### src/tlca_pkg.sv
// Shared types and command codes for the tree LCA binary lifting unit.
// Used by tlca_ctrl and tree_lca_binary_lifting_unit; no dependencies.
package tlca_pkg;

   localparam logic [1:0] CMD_SET   = 2'd0;
   localparam logic [1:0] CMD_BUILD = 2'd1;
   localparam logic [1:0] CMD_QUERY = 2'd2;

   localparam logic [9:0] NODE_COUNT_RESET = 10'd1023;

   typedef struct packed {
      logic [1:0] cmd;
      logic [9:0] node_a;
      logic [9:0] node_b;
      logic [9:0] depth_value;
   } req_type;

   typedef struct packed {
      logic        valid;
      logic [9:0]  common_ancestor;
      logic [10:0] path_length;
      logic [1:0]  cmd_done;
   } rsp_type;

   typedef enum logic [4:0] {
      ST_IDLE,
      ST_SET_WR,
      ST_B_RD1,
      ST_B_RD2,
      ST_B_WR,
      ST_Q_RDA,
      ST_Q_RDB,
      ST_Q_ORDER,
      ST_Q_LIFT,
      ST_Q_LIFT_WB,
      ST_Q_EQ,
      ST_Q_JA,
      ST_Q_JB,
      ST_Q_JC,
      ST_Q_PAR,
      ST_Q_PAR_WB,
      ST_Q_DL,
      ST_Q_DL_WB
   } state_type;

endpackage

### src/tlca_ctrl.sv
// Command sequencer for set, build and query over the ancestor and depth RAMs.
// Depends on tlca_pkg; drives the two tlca_ram instances held by the top level.
module tlca_ctrl #(
   parameter int MAX_NODES   = 1024,
   parameter int LIFT_LEVELS = 10
) (
   input  logic                  clock,
   input  logic                  reset,
   input  logic                  start,
   output logic                  busy,
   input  tlca_pkg::req_type     req,
   input  logic [9:0]            node_count,
   output tlca_pkg::rsp_type     rsp,
   output logic                  tbl_we,
   output logic [$clog2(LIFT_LEVELS*(2**$clog2(MAX_NODES)))-1:0] tbl_waddr,
   output logic [9:0]            tbl_wdata,
   output logic [$clog2(LIFT_LEVELS*(2**$clog2(MAX_NODES)))-1:0] tbl_raddr,
   input  logic [9:0]            tbl_rdata,
   output logic                  dep_we,
   output logic [$clog2(MAX_NODES)-1:0] dep_waddr,
   output logic [9:0]            dep_wdata,
   output logic [$clog2(MAX_NODES)-1:0] dep_raddr,
   input  logic [9:0]            dep_rdata
);

   localparam int NODE_AW = $clog2(MAX_NODES);
   localparam int LVL_W   = (LIFT_LEVELS > 1) ? $clog2(LIFT_LEVELS) : 1;
   localparam int TBL_AW  = $clog2(LIFT_LEVELS * (2 ** NODE_AW));
   localparam logic [LVL_W-1:0] LVL_TOP   = LVL_W'(LIFT_LEVELS - 1);
   localparam logic [LVL_W-1:0] LVL_BUILD = LVL_W'(LIFT_LEVELS - 2);

   function automatic logic in_range(input logic [9:0] v);
      return (32'(v) < MAX_NODES);
   endfunction

   function automatic logic [9:0] clip(input logic [9:0] v);
      return in_range(v) ? v : 10'd0;
   endfunction

   function automatic logic [TBL_AW-1:0] tbl_addr(input logic [LVL_W-1:0] lvl,
                                                  input logic [NODE_AW-1:0] idx);
      return TBL_AW'({lvl, idx});
   endfunction

   tlca_pkg::state_type state_ff, state_in;
   tlca_pkg::rsp_type   rsp_ff, rsp_in;
   logic [1:0]          cmd_ff, cmd_in;
   logic [9:0]          a_ff, a_in;
   logic [9:0]          b_ff, b_in;
   logic [9:0]          dv_ff, dv_in;
   logic [9:0]          da_ff, da_in;
   logic [9:0]          db_ff, db_in;
   logic [9:0]          diff_ff, diff_in;
   logic [9:0]          pa_ff, pa_in;
   logic [9:0]          lca_ff, lca_in;
   logic [LVL_W-1:0]    lvl_ff, lvl_in;
   logic [NODE_AW-1:0]  n_ff, n_in;
   logic [NODE_AW-1:0]  last_ff, last_in;
   logic                tz_ff, tz_in;
   logic                dz_ff, dz_in;

   logic [9:0]          t_val;
   logic [9:0]          d_val;
   logic [9:0]          diff_shift;
   logic [NODE_AW-1:0]  build_last;
   logic signed [12:0]  len_calc;
   logic                accept;

   // Node 0 and out-of-range nodes are never stored; their reads are forced to zero.
   assign t_val = tz_ff ? 10'd0 : clip(tbl_rdata);
   assign d_val = dz_ff ? 10'd0 : dep_rdata;
   assign diff_shift = diff_ff >> 1;
   assign build_last = (32'(node_count) > MAX_NODES - 1) ? NODE_AW'(MAX_NODES - 1)
                                                         : NODE_AW'(node_count);
   assign len_calc = $signed({3'b000, da_ff}) + $signed({3'b000, db_ff})
                   - $signed({2'b00, d_val, 1'b0});
   assign accept = start && (state_ff == tlca_pkg::ST_IDLE);

   always_ff @(posedge clock) begin
      if (reset) begin
         state_ff  <= tlca_pkg::ST_IDLE;
         rsp_ff.valid <= 1'b0;
         lvl_ff    <= '0;
         n_ff      <= NODE_AW'(1);
         last_ff   <= '0;
      end else begin
         state_ff  <= state_in;
         rsp_ff    <= rsp_in;
         lvl_ff    <= lvl_in;
         n_ff      <= n_in;
         last_ff   <= last_in;
      end
   end

   always_ff @(posedge clock) begin
      cmd_ff  <= cmd_in;
      a_ff    <= a_in;
      b_ff    <= b_in;
      dv_ff   <= dv_in;
      da_ff   <= da_in;
      db_ff   <= db_in;
      diff_ff <= diff_in;
      pa_ff   <= pa_in;
      lca_ff  <= lca_in;
      tz_ff   <= tz_in;
      dz_ff   <= dz_in;
   end

   always_comb begin
      state_in  = state_ff;
      rsp_in    = rsp_ff;
      rsp_in.valid = 1'b0;
      cmd_in    = cmd_ff;
      a_in      = a_ff;
      b_in      = b_ff;
      dv_in     = dv_ff;
      da_in     = da_ff;
      db_in     = db_ff;
      diff_in   = diff_ff;
      pa_in     = pa_ff;
      lca_in    = lca_ff;
      lvl_in    = lvl_ff;
      n_in      = n_ff;
      last_in   = last_ff;
      tz_in     = 1'b1;
      dz_in     = 1'b1;
      tbl_we    = 1'b0;
      tbl_waddr = '0;
      tbl_wdata = '0;
      tbl_raddr = '0;
      dep_we    = 1'b0;
      dep_waddr = '0;
      dep_wdata = '0;
      dep_raddr = '0;

      unique case (state_ff)
         tlca_pkg::ST_IDLE: begin
            if (accept) begin
               cmd_in  = req.cmd;
               a_in    = clip(req.node_a);
               b_in    = (req.cmd == tlca_pkg::CMD_QUERY) ? clip(req.node_b) : req.node_b;
               dv_in   = req.depth_value;
               lvl_in  = '0;
               n_in    = NODE_AW'(1);
               last_in = build_last;
               rsp_in.common_ancestor = '0;
               rsp_in.path_length     = '0;
               rsp_in.cmd_done        = req.cmd;
               unique case (req.cmd)
                  tlca_pkg::CMD_SET: begin
                     state_in = tlca_pkg::ST_SET_WR;
                  end
                  tlca_pkg::CMD_BUILD: begin
                     if (LIFT_LEVELS < 2 || build_last == '0) begin
                        rsp_in.valid = 1'b1;
                     end else begin
                        state_in = tlca_pkg::ST_B_RD1;
                     end
                  end
                  tlca_pkg::CMD_QUERY: begin
                     state_in = tlca_pkg::ST_Q_RDA;
                  end
                  default: begin
                     rsp_in.valid = 1'b1;
                  end
               endcase
            end
         end

         tlca_pkg::ST_SET_WR: begin
            // a_ff is zero when the node is null or out of range; such a set is dropped.
            tbl_we    = (a_ff != 10'd0);
            tbl_waddr = tbl_addr('0, NODE_AW'(a_ff));
            tbl_wdata = b_ff;
            dep_we    = (a_ff != 10'd0);
            dep_waddr = NODE_AW'(a_ff);
            dep_wdata = dv_ff;
            rsp_in.valid = 1'b1;
            state_in  = tlca_pkg::ST_IDLE;
         end

         // Build reads level k twice and writes level k+1, one node at a time, so a
         // write never meets a read of the same entry in flight.
         tlca_pkg::ST_B_RD1: begin
            tbl_raddr = tbl_addr(lvl_ff, n_ff);
            tz_in     = 1'b0;
            state_in  = tlca_pkg::ST_B_RD2;
         end

         tlca_pkg::ST_B_RD2: begin
            tbl_raddr = tbl_addr(lvl_ff, NODE_AW'(t_val));
            tz_in     = (t_val == 10'd0);
            state_in  = tlca_pkg::ST_B_WR;
         end

         tlca_pkg::ST_B_WR: begin
            tbl_we    = 1'b1;
            tbl_waddr = tbl_addr(lvl_ff + LVL_W'(1), n_ff);
            tbl_wdata = t_val;
            state_in  = tlca_pkg::ST_B_RD1;
            if (n_ff == last_ff) begin
               n_in = NODE_AW'(1);
               if (lvl_ff == LVL_BUILD) begin
                  rsp_in.valid = 1'b1;
                  state_in     = tlca_pkg::ST_IDLE;
               end else begin
                  lvl_in = lvl_ff + LVL_W'(1);
               end
            end else begin
               n_in = n_ff + NODE_AW'(1);
            end
         end

         tlca_pkg::ST_Q_RDA: begin
            dep_raddr = NODE_AW'(a_ff);
            dz_in     = (a_ff == 10'd0);
            state_in  = tlca_pkg::ST_Q_RDB;
         end

         tlca_pkg::ST_Q_RDB: begin
            da_in     = d_val;
            dep_raddr = NODE_AW'(b_ff);
            dz_in     = (b_ff == 10'd0);
            state_in  = tlca_pkg::ST_Q_ORDER;
         end

         // After this state a_ff is the shallower node and b_ff the deeper one.
         tlca_pkg::ST_Q_ORDER: begin
            if (da_ff > d_val) begin
               a_in    = b_ff;
               b_in    = a_ff;
               da_in   = d_val;
               db_in   = da_ff;
               diff_in = da_ff - d_val;
            end else begin
               db_in   = d_val;
               diff_in = d_val - da_ff;
            end
            lvl_in   = '0;
            state_in = tlca_pkg::ST_Q_LIFT;
         end

         tlca_pkg::ST_Q_LIFT: begin
            if (diff_ff == 10'd0) begin
               state_in = tlca_pkg::ST_Q_EQ;
            end else if (diff_ff[0]) begin
               tbl_raddr = tbl_addr(lvl_ff, NODE_AW'(b_ff));
               tz_in     = (b_ff == 10'd0);
               state_in  = tlca_pkg::ST_Q_LIFT_WB;
            end else begin
               diff_in = diff_shift;
               if (lvl_ff == LVL_TOP || diff_shift == 10'd0) begin
                  state_in = tlca_pkg::ST_Q_EQ;
               end else begin
                  lvl_in = lvl_ff + LVL_W'(1);
               end
            end
         end

         tlca_pkg::ST_Q_LIFT_WB: begin
            b_in    = t_val;
            diff_in = diff_shift;
            if (lvl_ff == LVL_TOP || diff_shift == 10'd0) begin
               state_in = tlca_pkg::ST_Q_EQ;
            end else begin
               lvl_in   = lvl_ff + LVL_W'(1);
               state_in = tlca_pkg::ST_Q_LIFT;
            end
         end

         tlca_pkg::ST_Q_EQ: begin
            if (a_ff == b_ff) begin
               lca_in   = a_ff;
               state_in = tlca_pkg::ST_Q_DL;
            end else begin
               lvl_in   = LVL_TOP;
               state_in = tlca_pkg::ST_Q_JA;
            end
         end

         tlca_pkg::ST_Q_JA: begin
            tbl_raddr = tbl_addr(lvl_ff, NODE_AW'(a_ff));
            tz_in     = (a_ff == 10'd0);
            state_in  = tlca_pkg::ST_Q_JB;
         end

         tlca_pkg::ST_Q_JB: begin
            pa_in     = t_val;
            tbl_raddr = tbl_addr(lvl_ff, NODE_AW'(b_ff));
            tz_in     = (b_ff == 10'd0);
            state_in  = tlca_pkg::ST_Q_JC;
         end

         tlca_pkg::ST_Q_JC: begin
            if (pa_ff != t_val) begin
               a_in = pa_ff;
               b_in = t_val;
            end
            if (lvl_ff == '0) begin
               state_in = tlca_pkg::ST_Q_PAR;
            end else begin
               lvl_in   = lvl_ff - LVL_W'(1);
               state_in = tlca_pkg::ST_Q_JA;
            end
         end

         tlca_pkg::ST_Q_PAR: begin
            tbl_raddr = tbl_addr('0, NODE_AW'(a_ff));
            tz_in     = (a_ff == 10'd0);
            state_in  = tlca_pkg::ST_Q_PAR_WB;
         end

         tlca_pkg::ST_Q_PAR_WB: begin
            lca_in   = t_val;
            state_in = tlca_pkg::ST_Q_DL;
         end

         tlca_pkg::ST_Q_DL: begin
            dep_raddr = NODE_AW'(lca_ff);
            dz_in     = (lca_ff == 10'd0);
            state_in  = tlca_pkg::ST_Q_DL_WB;
         end

         tlca_pkg::ST_Q_DL_WB: begin
            rsp_in.valid           = 1'b1;
            rsp_in.common_ancestor = lca_ff;
            rsp_in.path_length     = (len_calc < 0) ? 11'd0 : len_calc[10:0];
            rsp_in.cmd_done        = cmd_ff;
            state_in               = tlca_pkg::ST_IDLE;
         end

         default: begin
            state_in = tlca_pkg::ST_IDLE;
         end
      endcase
   end

   assign busy = (state_ff != tlca_pkg::ST_IDLE);
   assign rsp  = rsp_ff;

   a_rsp_when_idle: assert property (@(posedge clock) disable iff (reset)
      rsp_ff.valid |-> (state_ff == tlca_pkg::ST_IDLE))
      else $error("result strobe while a command is still running");

   a_accept_progress: assert property (@(posedge clock) disable iff (reset)
      accept |=> (busy || rsp_ff.valid))
      else $error("accepted transaction neither running nor answered");

   a_tbl_write_src: assert property (@(posedge clock) disable iff (reset)
      tbl_we |-> (state_ff == tlca_pkg::ST_SET_WR || state_ff == tlca_pkg::ST_B_WR))
      else $error("ancestor table written outside set or build");

   a_level_range: assert property (@(posedge clock) disable iff (reset)
      busy |-> (32'(lvl_ff) < LIFT_LEVELS))
      else $error("lift level out of range");

   a_build_node: assert property (@(posedge clock) disable iff (reset)
      (state_ff == tlca_pkg::ST_B_RD1) |-> (n_ff != '0 && n_ff <= last_ff))
      else $error("build node counter out of range");

endmodule

### config.mk
export PLATFORM = sky130hd
export DESIGN_NAME = tlca_ctrl
export DESIGN_NICKNAME = d
export VERILOG_FILES = /design/src/tlca_pkg.sv /design/src/tlca_ctrl.sv
export SDC_FILE = /design/constraint.sdc
export NUM_CORES = 1
export LEC_CHECK = 0
export BUFFER_PORTS_ARGS = -buffer_cell sky130_fd_sc_hd__buf_2
export CELL_PAD_IN_SITES_DETAIL_PLACEMENT = 1
export CELL_PAD_IN_SITES_GLOBAL_PLACEMENT = 1
export CORE_MARGIN = 2
export CORE_UTILIZATION = 40
export CTS_BUF_LIST = sky130_fd_sc_hd__clkbuf_16
export DETAILED_ROUTE_END_ITERATION = 16
export GPL_ROUTABILITY_DRIVEN = 0
export PLACE_DENSITY_LB_ADDON = 0.1
export SYNTH_ARGS = -nofsm -noshare
export SYNTH_HDL_FRONTEND = slang
export SYNTH_SLANG_ARGS = --single-unit
### constraint.sdc
create_clock -name clock -period 4.8 [get_ports clock]
set_input_delay 0.24 -clock clock [delete_from_list [all_inputs] [get_ports clock]]
set_output_delay 0.24 -clock clock [all_outputs]
set_load 0.02 [all_outputs]
Yosys cells after proc, flatten, opt, wreduce, memory -nomap -nowiden
Index checks and enable logic that the tools add are counted.
{ "classes": {"n_reduce_logical": 36, "n_mux": 65, "n_eq_ne": 37, "bitwise": 1, "order_cmp": 2, "add_sub_neg": 7} }
{ "op_table": {"columns": ["op", "count"], "rows": [
  ["$mux 10", 18],
  ["$pmux 10 s3", 3],
  ["$pmux 14 s6", 1],
  ["$pmux 10 s2", 4],
  ["$pmux 5 s16", 1],
  ["$logic_not 10->1", 7],
  ["$pmux 23 s2", 1],
  ["$eq 5x4->1 const B", 8],
  ["$pmux 10 s4", 1],
  ["$mux 4", 8],
  ["$mux 5", 6],
  ["$mux 14", 2],
  ["$pmux 14 s2", 1],
  ["$pmux 4 s7", 1],
  ["$mux 24", 1],
  ["$eq 10x10->1", 2],
  ["$eq 5x3->1 const B", 4],
  ["$ne 2x2->1 const B", 10],
  ["$sub 10x10->10", 2],
  ["$pmux 5 s3", 1],
  ["$lt 12x1->1 const B", 1],
  ["$reduce_and 4->1", 3],
  ["$sub 11x11->12", 1],
  ["$add 10x10->11", 1],
  ["37 further kinds", 60]
]} }
{ "word_totals": {"wordCells": 168, "input_bits": 65, "output_inout_bits": 95, "ff_bits": 137} }

Longest topological paths before layout
Gate-level depths: netlist of the first run.
{ "depth": {"ltp_word": 6, "ltp_mapped": 13, "depth_no_buf": 12} }

Worst setup path after synthesis of the first run
Ideal clock, no wire load.
{ "synth_path": {"kind": "flip-flop to flip-flop", "from": "register state_ff[2]", "to": "register rsp_ff, in the netlist rsp[0], enable pin", "arrival_ps": 3105, "path_buffers": 2, "path_stages_with_launch": 10, "required_ps": 4397, "setup_time_ps": 403, "path_slack_ps": 1292, "synth_period_minus_slack_ps": 3508, "cell_sequence": "dfxtp_1 -> clkbuf_1 -> nor2_1 -> nand2_1 -> nor3_1 -> nand2_1 -> inv_1 -> clkbuf_1 -> nor2_1 -> nor2_1"} }
{ "synth_between": {"elab_chain_cells": 4, "elab_cells_between_ends": 6, "cone_classes": "eq/ne: 2; reduce/logical: 4"} }
{ "synth_lines": {"columns": ["element", "line_no", "source"], "rows": [
  ["from (decl)", "tlca_ctrl.sv:45", "tlca_pkg::state_type state_ff, state_in;"],
  ["from (signal assigned)", "tlca_ctrl.sv:81", "state_ff <= tlca_pkg::ST_IDLE;"],
  ["from (signal assigned)", "tlca_ctrl.sv:87", "state_ff <= state_in;"],
  ["$logic_not 5->1", "tlca_ctrl.sv:77, tlca_ctrl.sv:136", null],
  ["$logic_and 1x1->1", "tlca_ctrl.sv:77", "assign accept = start && (state_ff == tlca_pkg::ST_IDLE);"],
  ["$ne 2x2->1 (no source line)", null, null],
  ["$reduce_and 3->1 (no source line) *", null, null],
  ["to (signal assigned)", "tlca_ctrl.sv:88", "rsp_ff <= rsp_in;"],
  ["to (decl)", "tlca_ctrl.sv:46", "tlca_pkg::rsp_type rsp_ff, rsp_in;"]
]} }
Mark *: on every way between the ends. The rest lies on a longest branch, timed or not.
A chain may end at the register's enable or synchronous reset.

Final worst setup path of the first run
{ "layout_path": {"from": "register dz_ff", "to": "register diff_ff[3] (data pin)"} }
{ "layout_between": {"elab_chain_cells": 4, "elab_cells_between_ends": 6, "cone_classes": "add/sub: 2; order compare: 1; mux: 3"} }
{ "layout_lines": {"columns": ["element", "line_no", "source"], "rows": [
  ["from (decl)", "tlca_ctrl.sv:60", "logic dz_ff, dz_in;"],
  ["from (signal assigned)", "tlca_ctrl.sv:106", "dz_ff <= dz_in;"],
  ["$mux 10 *", "tlca_ctrl.sv:71", "assign d_val = dz_ff ? 10'd0 : dep_rdata;"],
  ["via d_val[0]", "tlca_ctrl.sv:63", "logic [9:0] d_val;"],
  ["$sub 10x10->10, or another cell as far along", "tlca_ctrl.sv:237", "diff_in = d_val - da_ff;"],
  ["$mux 10 *", "tlca_ctrl.sv:229", "if (da_ff > d_val) begin"],
  ["$pmux 10 s3 *", "tlca_ctrl.sv:136", "unique case (state_ff)"],
  ["via diff_in[3]", "tlca_ctrl.sv:53", "logic [9:0] diff_ff, diff_in;"],
  ["to (signal assigned)", "tlca_ctrl.sv:102", "diff_ff <= diff_in;"],
  ["to (decl)", "tlca_ctrl.sv:53", null]
]} }
Mark *: on every way through the listed nets, which the timed path passes. The rest lies on a longest branch.

==> results of run 1 <==
## metrics by stage
| step | hold WS (ps) | area, µm² | power (mW) | setup WS (ps) | std cells |
|---|---|---|---|---|---|
| final | 47.7 | 10700 | 3.40 | 1220 | 1430 |
| after global routing | 26.2 | 10700 | 3.53 | 1050 | 1430 |
| after CTS | 27.7 | 10700 | 3.42 | 1220 | 1430 |
| after detailed placement | 419 | 10000 | 2.09 | 1270 | 1387 |
| after global placement | 418 | 10000 | 2.08 | 1360 | 1387 |
| after floorplan | 339 | 8960 | 1.84 | 1290 | 985 |
## cells by family after synthesis
family / synth area share
and+or+nand+nor: 0.207
xor gates and xnor gates: 0.0372
buffers and inverters: 0.0589
AOI/OAI and AO/OA: 0.186
muxes: 0.00796
adders and majority gates: 0.0791
DFF: 0.423
## cell usage in the layout (no fill, tap or decap), drive strengths merged, types with 12 or more instances in the layout
master,n
nor3,27
and3,31
a21oi,49
nand2,137
or3,12
dfxtp,32
clkbuf,19
nor2,64
xnor2,30
a221o,13
a21o,17
buf,173
inv,96
edfxtp,105
ha,39
a222oi,19
a22oi,13
nor2b,14
nand3,14
o21ai,54
nand2b,26
and2,16
## layer usage
| metal | share of wire | routed length, µm | track usage |
|---|---|---|---|
| met1 | 0.43 | 12900 | 0.325 |
| met2 | 0.50 | 14900 | 0.444 |
| met3 | 0.053 | 1600 | 0.0468 |
| met4 | 0.018 | 538 | 0.0703 |
| met5 | 0 | 0 | 0 |
## timing repair
item / CTS / global route
endpoints found under the setup margin: 0 / 0
hold endpoints to repair: 11 / 0
hold buffers: 11 / 0
## layout make-up
class | instances | area (µm²) | area share
Sequential cell | 137 | 3790 | 0.355
Multi-Input combinational cell | 712 | 4650 | 0.434
Clock inverter | 13 | 98.8 | 0.00924
Clock buffer | 19 | 475 | 0.0445
Inverter | 85 | 319 | 0.0298
Timing Repair Buffer | 184 | 1010 | 0.0945
Tap cell | 280 | 350 | 0.0328
## how the worst min path moves through the flow
stage | from | end | slack [ps] | cells after the start
2_1_floorplan | req[30] | cmd_ff[0] | 340 | 0
3_3_place_gp | req[2] | dv_ff[2] | 420 | 1
3_5_place_dp | req[0] | dv_ff[0] | 420 | 1
4_1_cts | req[30] | cmd_ff[0] | 30 | 1
5_1_grt | req[30] | cmd_ff[0] | 30 | 1
6_report | req[30] | cmd_ff[0] | 50 | 1
## power groups by stage
stage                     sequential [mW]  combinational [mW]  clock [mW]
final                                1.51               0.574        1.32
after global routing                 1.52               0.628        1.38
after CTS                            1.50               0.574        1.34
after detailed placement             1.53               0.563           0
after global placement               1.53               0.556           0
after floorplan                      1.47               0.367           0
==> results.sh, run 1 <==
export IMPL_ant_nets=0
export IMPL_p_leak_nw=4.81
export IMPL_die_area_um2=23600
export IMPL_viasPerCell=5.73
export IMPL_crit_fanout=13
export IMPL_cts_tree="yes"
export IMPL_p_clk_frac=0.388
export IMPL_status="finished clean"
export IMPL_fp_dieH_um=154
export IMPL_critPathRequiredTime_ps=4980
export IMPL_synth_area_leaders="edfxtp_1, dfxtp_1, nand2_1"
export IMPL_cp_slowest_cell="a21oi_2"
export IMPL_grt_pass1_wl_um=47600
export IMPL_yosysTopAreaCell="edfxtp_1"
export IMPL_avgRoutedWirePerCell_um=20.9
export IMPL_ff2ff_path_depth=11
export IMPL_rrSetupSlack_ps=1220
export IMPL_clk_latency_ps=430
export IMPL_ir_drop_mv=0.204
export IMPL_synth_common_cells="nand2_1, edfxtp_1, inv_1"
export IMPL_io_pins=160
export IMPL_synthCells=985
export IMPL_cts_sinks=137
export IMPL_path_buf_inv=2
export IMPL_cts_buffer_depth=2
export IMPL_fp_dieW_um=154
export IMPL_synth_area_um2=8960
export IMPL_maxCapViolations=0
export IMPL_largest_reg_flops=24
export IMPL_ctsResizeCount=0
export IMPL_htreeDepth=4
export IMPL_synth_edf_count=105
export IMPL_setup_tns_final_ps=0
export IMPL_timing_fmax_ghz=0.279
export IMPL_clock_root_buffer="clkbuf_16"
export IMPL_end_kind="flop"
export IMPL_power_density_nw_per_um2=318
export IMPL_grt_pass1_vias=8474
export IMPL_clk_pin_slew_ps=60
export IMPL_dr_first_iter_drc_count=570
export IMPL_synthFlopType="edfxtp_1"
export IMPL_drc=0
export IMPL_fin_crit_ps=3580
export IMPL_rsz0062_at_grt="false"
export IMPL_worst_pin_slew_ps=1280
export IMPL_grt_max_degree=31
export IMPL_cts_buffers_inserted=17
export IMPL_path_class="flop to flop"
export IMPL_r2r_end="diff_ff[3]"
export IMPL_port_buffers=159
export IMPL_fin_crit_sh=0.745
export IMPL_pwr_share_comb=0.169
export IMPL_sequentialPowerShare=0.444
export IMPL_hpwl_um=22300
export IMPL_synth_seq_cells=137
export IMPL_design_core_area_um2=21900
export IMPL_seq_area_frac_synth=0.423
export IMPL_synth_area_per_cell_um2=9.10
export IMPL_hold_viol=0
export IMPL_yosysUniqueCellTypes=65
export IMPL_post_route_util=0.489
export IMPL_maxSlewHeadroom=0.141
export IMPL_grt_usage=0.255
export IMPL_cp_endpoint="diff_ff[3]"
export IMPL_p_int_mw=2.32
export IMPL_arrival_ps=3760
export IMPL_area_growth_syn_to_layout_pct=19.4
export IMPL_start_util=0.409
export IMPL_ys_warnings_count=0
export IMPL_startpoint_type="flop"
export IMPL_min_path_type="input pin to flop"
export IMPL_drt_pass1_iterations=5
export IMPL_path_depth=11
export IMPL_p_switching_mw=1.08
export IMPL_yosys_area_top_type_share=0.352
export IMPL_crit_family="compound AO/OA/AOI/OAI gates"
export IMPL_path_cells="nand2b_1 -> inv_1 -> ha_1 -> fa_1 -> inv_1 -> a21oi_1 -> o21a_1 -> a21oi_2 -> mux2_1 -> or3_1 -> a32o_1"
export IMPL_ys_async_sr_fraction=0
export IMPL_skew_ps=11.6
export IMPL_antenna_found_initial=0
export IMPL_yosysMostFrequentCell="nand2_1"
export IMPL_startpoint="dz_ff"
export IMPL_swShare=0.319
export IMPL_grt_overflow=0
export IMPL_cpMostUsedCell="inv_1"
export IMPL_maxSlewViolCount=0
export IMPL_rows=54
export IMPL_nets=1252
export IMPL_nFillCells=2603
export IMPL_postCtsSetupBuffers=0
export IMPL_timing_rr_start="dz_ff"
export IMPL_n_antenna_cell=0
export IMPL_wl_um=29900
export IMPL_crit_path_max_incr_delay_ps=540
export IMPL_routed_via_count=8197
export IMPL_drive_above_1_share=0.190
export IMPL_synth_fp_nets=1100
export IMPL_setup_viol=0
No activity file was read; power rests on OpenSTA's default activity.
==> run 2, diff against run 1 <==
--- a/config.mk
+++ b/config.mk
@@ -9,7 +9,7 @@
 export CELL_PAD_IN_SITES_DETAIL_PLACEMENT = 1
 export CELL_PAD_IN_SITES_GLOBAL_PLACEMENT = 1
 export CORE_MARGIN = 2
-export CORE_UTILIZATION = 40
+export CORE_UTILIZATION = 39
 export CTS_BUF_LIST = sky130_fd_sc_hd__clkbuf_16
 export DETAILED_ROUTE_END_ITERATION = 16
 export GPL_ROUTABILITY_DRIVEN = 0
==> constraint.sdc (replaced) <==
create_clock -name clock -period 3.2 [get_ports clock]
set_input_delay 0.16 -clock clock [delete_from_list [all_inputs] [get_ports clock]]
set_output_delay 0.16 -clock clock [all_outputs]
set_load 0.02 [all_outputs]
==> run 2 against run 1 <==
Core utilization grew 0.68 points. Sequential power is 49% higher. Via count is 3.5% higher. Global-route usage up 0.64 points. First-iteration DRC count shrank 6.8%. Routed wire length is 4.0% higher. Critical path depth stayed put. Clock skew fell by 1.2 ps. Critical endpoint unchanged.
==> results.sh, run 2 (synthesis results as in run 1) <==
export IMPL_n_antenna_cell=0
export IMPL_routed_via_count=8486
export IMPL_viasPerCell=5.70
export IMPL_top_layer="met4"
export IMPL_design_core_area_um2=22600
export IMPL_wl_met2_um=15800
export IMPL_clock_root_buffer="clkbuf_16"
export IMPL_path_cells="nand2b_1 -> inv_1 -> ha_1 -> fa_1 -> inv_1 -> a21oi_1 -> o21a_1 -> a21oi_4 -> mux2_1 -> or3_1 -> a32o_1"
export IMPL_fin_crit_ps=3030
export IMPL_nFillCells=2683
export IMPL_clk_pin_slew_ps=60
export IMPL_fin_crit_sh=0.946
export IMPL_worst_pin_slew_ps=815
export IMPL_ir_drop_mv=0.334
export IMPL_dp_slack_ps=-25.1
export IMPL_setup_viol=0
export IMPL_fp_dieH_um=156
export IMPL_status="finished clean"
export IMPL_rsz0062_at_grt="false"
export IMPL_power_density_nw_per_um2=460
export IMPL_maxSlewViolCount=0
export IMPL_avgRoutedWirePerCell_um=20.9
export IMPL_htreeDepth=4
export IMPL_multiInputGateArea_um2=4670
export IMPL_start_util=0.397
export IMPL_cts_buffers_inserted=17
export IMPL_cts_sinks=137
export IMPL_final_common_cell="buf_2"
export IMPL_crit_family="compound AO/OA/AOI/OAI gates"
export IMPL_ant_nets=0
export IMPL_wl_met3_um=1520
export IMPL_cts_buffer_depth=2
export IMPL_power_mw=5.14
export IMPL_hpwl_um=23100
export IMPL_largest_reg_flops=24
export IMPL_port_buffers=159
export IMPL_arrival_ps=3200
export IMPL_cp_slowest_cell="dfxtp_4"
export IMPL_path_buf_inv=2
export IMPL_min_path_type="input pin to flop"
export IMPL_dr_first_iter_drc_count=531
export IMPL_die_area_um2=24200
export IMPL_timing_fmax_ghz=0.330
export IMPL_grt_overflow=0
export IMPL_drive_above_1_share=0.215
export IMPL_area_growth_syn_to_layout_pct=24.8
export IMPL_crit_fanout=10
export IMPL_startpoint_type="flop"
export IMPL_grt_usage=0.261
export IMPL_clk_latency_ps=430
export IMPL_maxCapViolations=0
export IMPL_end_kind="flop"
export IMPL_hold_viol=0
export IMPL_postCtsSetupBuffers=0
export IMPL_cpMostUsedCell="inv_1"
export IMPL_rows=55
export IMPL_path_class="flop to flop"
export IMPL_final_cell_mix="buf_2, nand2_1, edfxtp_1"
export IMPL_critPathRequiredTime_ps=3370
export IMPL_setup_slack_ps=173
export IMPL_p_leak_nw=5.06
export IMPL_skew_ps=10.4
export IMPL_drc=0
export IMPL_crit_path_max_incr_delay_ps=400
export IMPL_cts_tree="yes"
export IMPL_nets=1305
export IMPL_met1_length_um=13300
export IMPL_maxSlewHeadroom=0.457
export IMPL_wl_um=31100
export IMPL_grt_pass1_wl_um=49000
export IMPL_fp_dieW_um=156
export IMPL_grt_max_degree=33
export IMPL_antenna_found_initial=0
export IMPL_io_pins=160
export IMPL_grt_pass1_vias=8805
export IMPL_drt_pass1_iterations=6
export IMPL_ff_latch_area_um2=3800
==> run 2: cell count changes in the layout (fill, tap and decap cells not counted), moves of 3 or more <==
| cell | before | now |
|---|---|---|
| buf_4 | 14 | 52 |
| clkinv_2 | 0 | 3 |
| clkinvlp_4 | 0 | 4 |
| dlygate4sd3_1 | 11 | 25 |
| inv_4 | 3 | 0 |
| inv_6 | 5 | 2 |
==> run 2: tightest hold or removal path, stage by stage <==
cell	delay (ps)
buf_2	80
nand2_1	40
nand2_1	50
==> run 2: per-layer routing <==
| layer | vias to the layer above | track usage |
|---|---|---|
| met3 | 38 | 0.0403 |
| met4 | 0 | 0.0730 |
| met2 | 264 | 0.460 |
| li1 | 3970 | - |
| met1 | 4214 | 0.334 |
| met5 | - | 0 |
==> run 2: what timing repair did <==
item | 4_1_cts | 5_1_grt
hold endpoints to repair | 25 | 0
cloned | 0 | 0
gates resized for setup | 3 | 7
hold buffers | 25 | 0
setup endpoints to repair | 13 | 24
==> run 2: path summary, 6_finish.rpt <==
kind	start	endpoint	slack, ps	cells after the start
worst max-delay path	dz_ff	diff_ff[3]	170	11
worst min-delay path	req[29]	a_ff[9]	10	3
worst max register to register	dz_ff	diff_ff[3]	170	11
worst min register to register	last_ff[7]	last_ff[7]	470	2
==> run 2: area by class of cell <==
class	instances	area share
clock inverter	15	0.0137
inverter	85	0.0285
multi-input combinational	712	0.418
tap	285	0.0319
clock buffer	17	0.0380
sequential	137	0.340
timing repair buffer	237	0.130
==> run 2: per-stage QoR <==
stage               cells   util  hold slack (ps)  area, µm²  TNS, ps
finish               1488  0.495             14.2      11200        0
CTS                  1488  0.495             3.06      11200        0
global route         1488  0.495             5.75      11200        0
floorplan             985      -              259       8970        0
global placement     1431  0.458              338      10300        0
detailed placement   1431  0.458              339      10300     -248
==> run 2: where the power goes <==
part	leakage (nW)	total [mW]	switching [mW]	internal, mW
Sequential	1.25	2.25	0.187	2.06
Clock	0.277	1.95	0.806	1.15
Combinational	3.53	0.941	0.582	0.360
==> run 3, diff against run 2 <==
--- a/config.mk
+++ b/config.mk
@@ -14,6 +14,7 @@
 export DETAILED_ROUTE_END_ITERATION = 16
 export GPL_ROUTABILITY_DRIVEN = 0
 export PLACE_DENSITY_LB_ADDON = 0.1
+export RECOVER_POWER = 100
 export SYNTH_ARGS = -nofsm -noshare
 export SYNTH_HDL_FRONTEND = slang
 export SYNTH_SLANG_ARGS = --single-unit
==> run 3 against run 2 <==
Sequential share of layout area increased by 0.66 points. Die area unchanged. Sequential cell count unchanged. Critical path type unchanged. Critical endpoint unchanged. Largest cell class unchanged.
==> results.sh, run 3 (synthesis results as in run 1) <==
export IMPL_status="finished clean"
export IMPL_start_util=0.397
export IMPL_dp_slack_ps=-25.1
export IMPL_fin_crit_sh=0.945
export IMPL_min_path_type="input pin to flop"
export IMPL_clock_root_buffer="clkbuf_16"
export IMPL_ir_drop_mv=0.314
export IMPL_setup_slack_ps=177
export IMPL_viasPerCell=5.68
export IMPL_grt_pass1_vias=8805
export IMPL_rows=55
export IMPL_nFillCells=2722
export IMPL_post_dp_cell_area_um2=10300
export IMPL_power_density_nw_per_um2=464
export IMPL_avgRoutedWirePerCell_um=20.9
export IMPL_p_leak_nw=4.65
export IMPL_multiInputGateArea_um2=4640
export IMPL_cts_buffer_depth=2
export IMPL_ff2ff_path_depth=11
export IMPL_die_area_um2=24200
export IMPL_antenna_found_initial=0
export IMPL_cts_sinks=137
export IMPL_routed_via_count=8446
export IMPL_final_cell_mix="nand2_1, edfxtp_1, clkbuf_1"
export IMPL_clk_latency_ps=430
export IMPL_rsz0062_at_grt="false"
export IMPL_ant_nets=0
export IMPL_clk_pin_slew_ps=70
export IMPL_arrival_ps=3200
export IMPL_cp_slowest_cell="dfxtp_4"
export IMPL_drc=0
export IMPL_setup_viol=0
export IMPL_critPathRequiredTime_ps=3370
export IMPL_grt_usage=0.261
export IMPL_fin_crit_ps=3020
export IMPL_htreeDepth=4
export IMPL_fp_dieH_um=156
export IMPL_fp_dieW_um=156
export IMPL_drive_above_1_share=0.131
export IMPL_design_core_area_um2=22600
export IMPL_maxCapViolations=0
export IMPL_timing_fmax_ghz=0.331
export IMPL_nets=1305
export IMPL_hold_viol=0
export IMPL_crit_path_max_incr_delay_ps=400
export IMPL_worst_pin_slew_ps=1160
export IMPL_ff_latch_area_um2=3800
export IMPL_grt_pass1_wl_um=49000
export IMPL_final_area_um2=11000
export IMPL_startpoint_type="flop"
export IMPL_cts_tree="yes"
export IMPL_n_antenna_cell=0
export IMPL_area_growth_syn_to_layout_pct=22.4
export IMPL_drt_pass1_iterations=5
export IMPL_holdPathStages=3
export IMPL_path_class="flop to flop"
export IMPL_maxSlewHeadroom=0.223
export IMPL_end_kind="flop"
export IMPL_io_pins=160
export IMPL_wl_um=31000
export IMPL_cts_buffers_inserted=17
export IMPL_grt_max_degree=33
export IMPL_largest_reg_flops=24
export IMPL_port_buffers=159
export IMPL_hpwl_um=23100
export IMPL_dr_first_iter_drc_count=555
export IMPL_final_common_cell="nand2_1"
export IMPL_skew_ps=11.1
export IMPL_maxSlewViolCount=0
export IMPL_cpMostUsedCell="inv_1"
export IMPL_crit_fanout=10
export IMPL_grt_overflow=0
export IMPL_path_cells="nand2b_1 -> inv_1 -> ha_1 -> fa_1 -> inv_1 -> a21oi_1 -> o21a_1 -> a21oi_4 -> mux2_1 -> or3_1 -> a32o_1"
run 3: what timing repair did:
item | 4_1_cts | 5_1_grt
gates resized for setup | 3 | 7
setup endpoints to repair | 13 | 24
pin swaps | 0 | 0
hold buffers | 25 | 0
hold endpoints to repair | 25 | 0
buffers inserted | 0 | 0
gates cloned | 0 | 0
run 3: layout make-up:
class / instances / share of cell area
Multi-Input combinational cell: 712 / 0.423
Tap cell: 285 / 0.0325
Clock inverter: 15 / 0.0139
Timing Repair Buffer: 237 / 0.116
Clock buffer: 17 / 0.0388
Inverter: 85 / 0.0291
Sequential cell: 137 / 0.346
run 3: worst paths after layout:
path / from / endpoint / slack [ps]
hold / removal: req[21] / a_ff[1] / 10
setup / recovery: dz_ff / diff_ff[3] / 180
setup reg to reg: dz_ff / diff_ff[3] / 180
hold reg to reg: last_ff[7] / last_ff[7] / 470
run 3: layer usage:
metal / track usage / share of wire / vias to the layer above / routed length [µm]
met2: 0.460 / 0.51 / 231 / 15800
met5: 0 / 0 / - / 0
met1: 0.334 / 0.42 / 4214 / 13100
li1: - / - / 3967 / -
met4: 0.0730 / 0.017 / 0 / 521
met3: 0.0403 / 0.051 / 34 / 1590
run 3: power breakdown:
group          internal [mW]  total, mW  leakage (nW)  switching [mW]
combinational          0.316      0.894          3.13           0.578
sequential              2.06       2.25          1.25           0.187
clock                   1.15       1.95         0.277           0.805
total                   3.52       5.09          4.65            1.57
run 3: worst max-delay path: cells and delay by family, from the launching register on:
kind            cells  cell delay, ps
compound gates      4             770
fa+ha+maj           2             610
buf+inv             2             160
flops               1             400
mux                 1             350
simple gates        2             480
run 3: per-stage QoR:
step                utilization  TNS (ps)  instances  hold WS, ps  power, mW
floorplan                     -         0        985          259       2.76
global placement          0.458         0       1431          338       3.18
detailed placement        0.458      -248       1431          339       3.19
CTS                       0.495         0       1488         3.06       5.17
global route              0.486         0       1488         5.75       5.30
finish                    0.486         0       1488         13.6       5.09
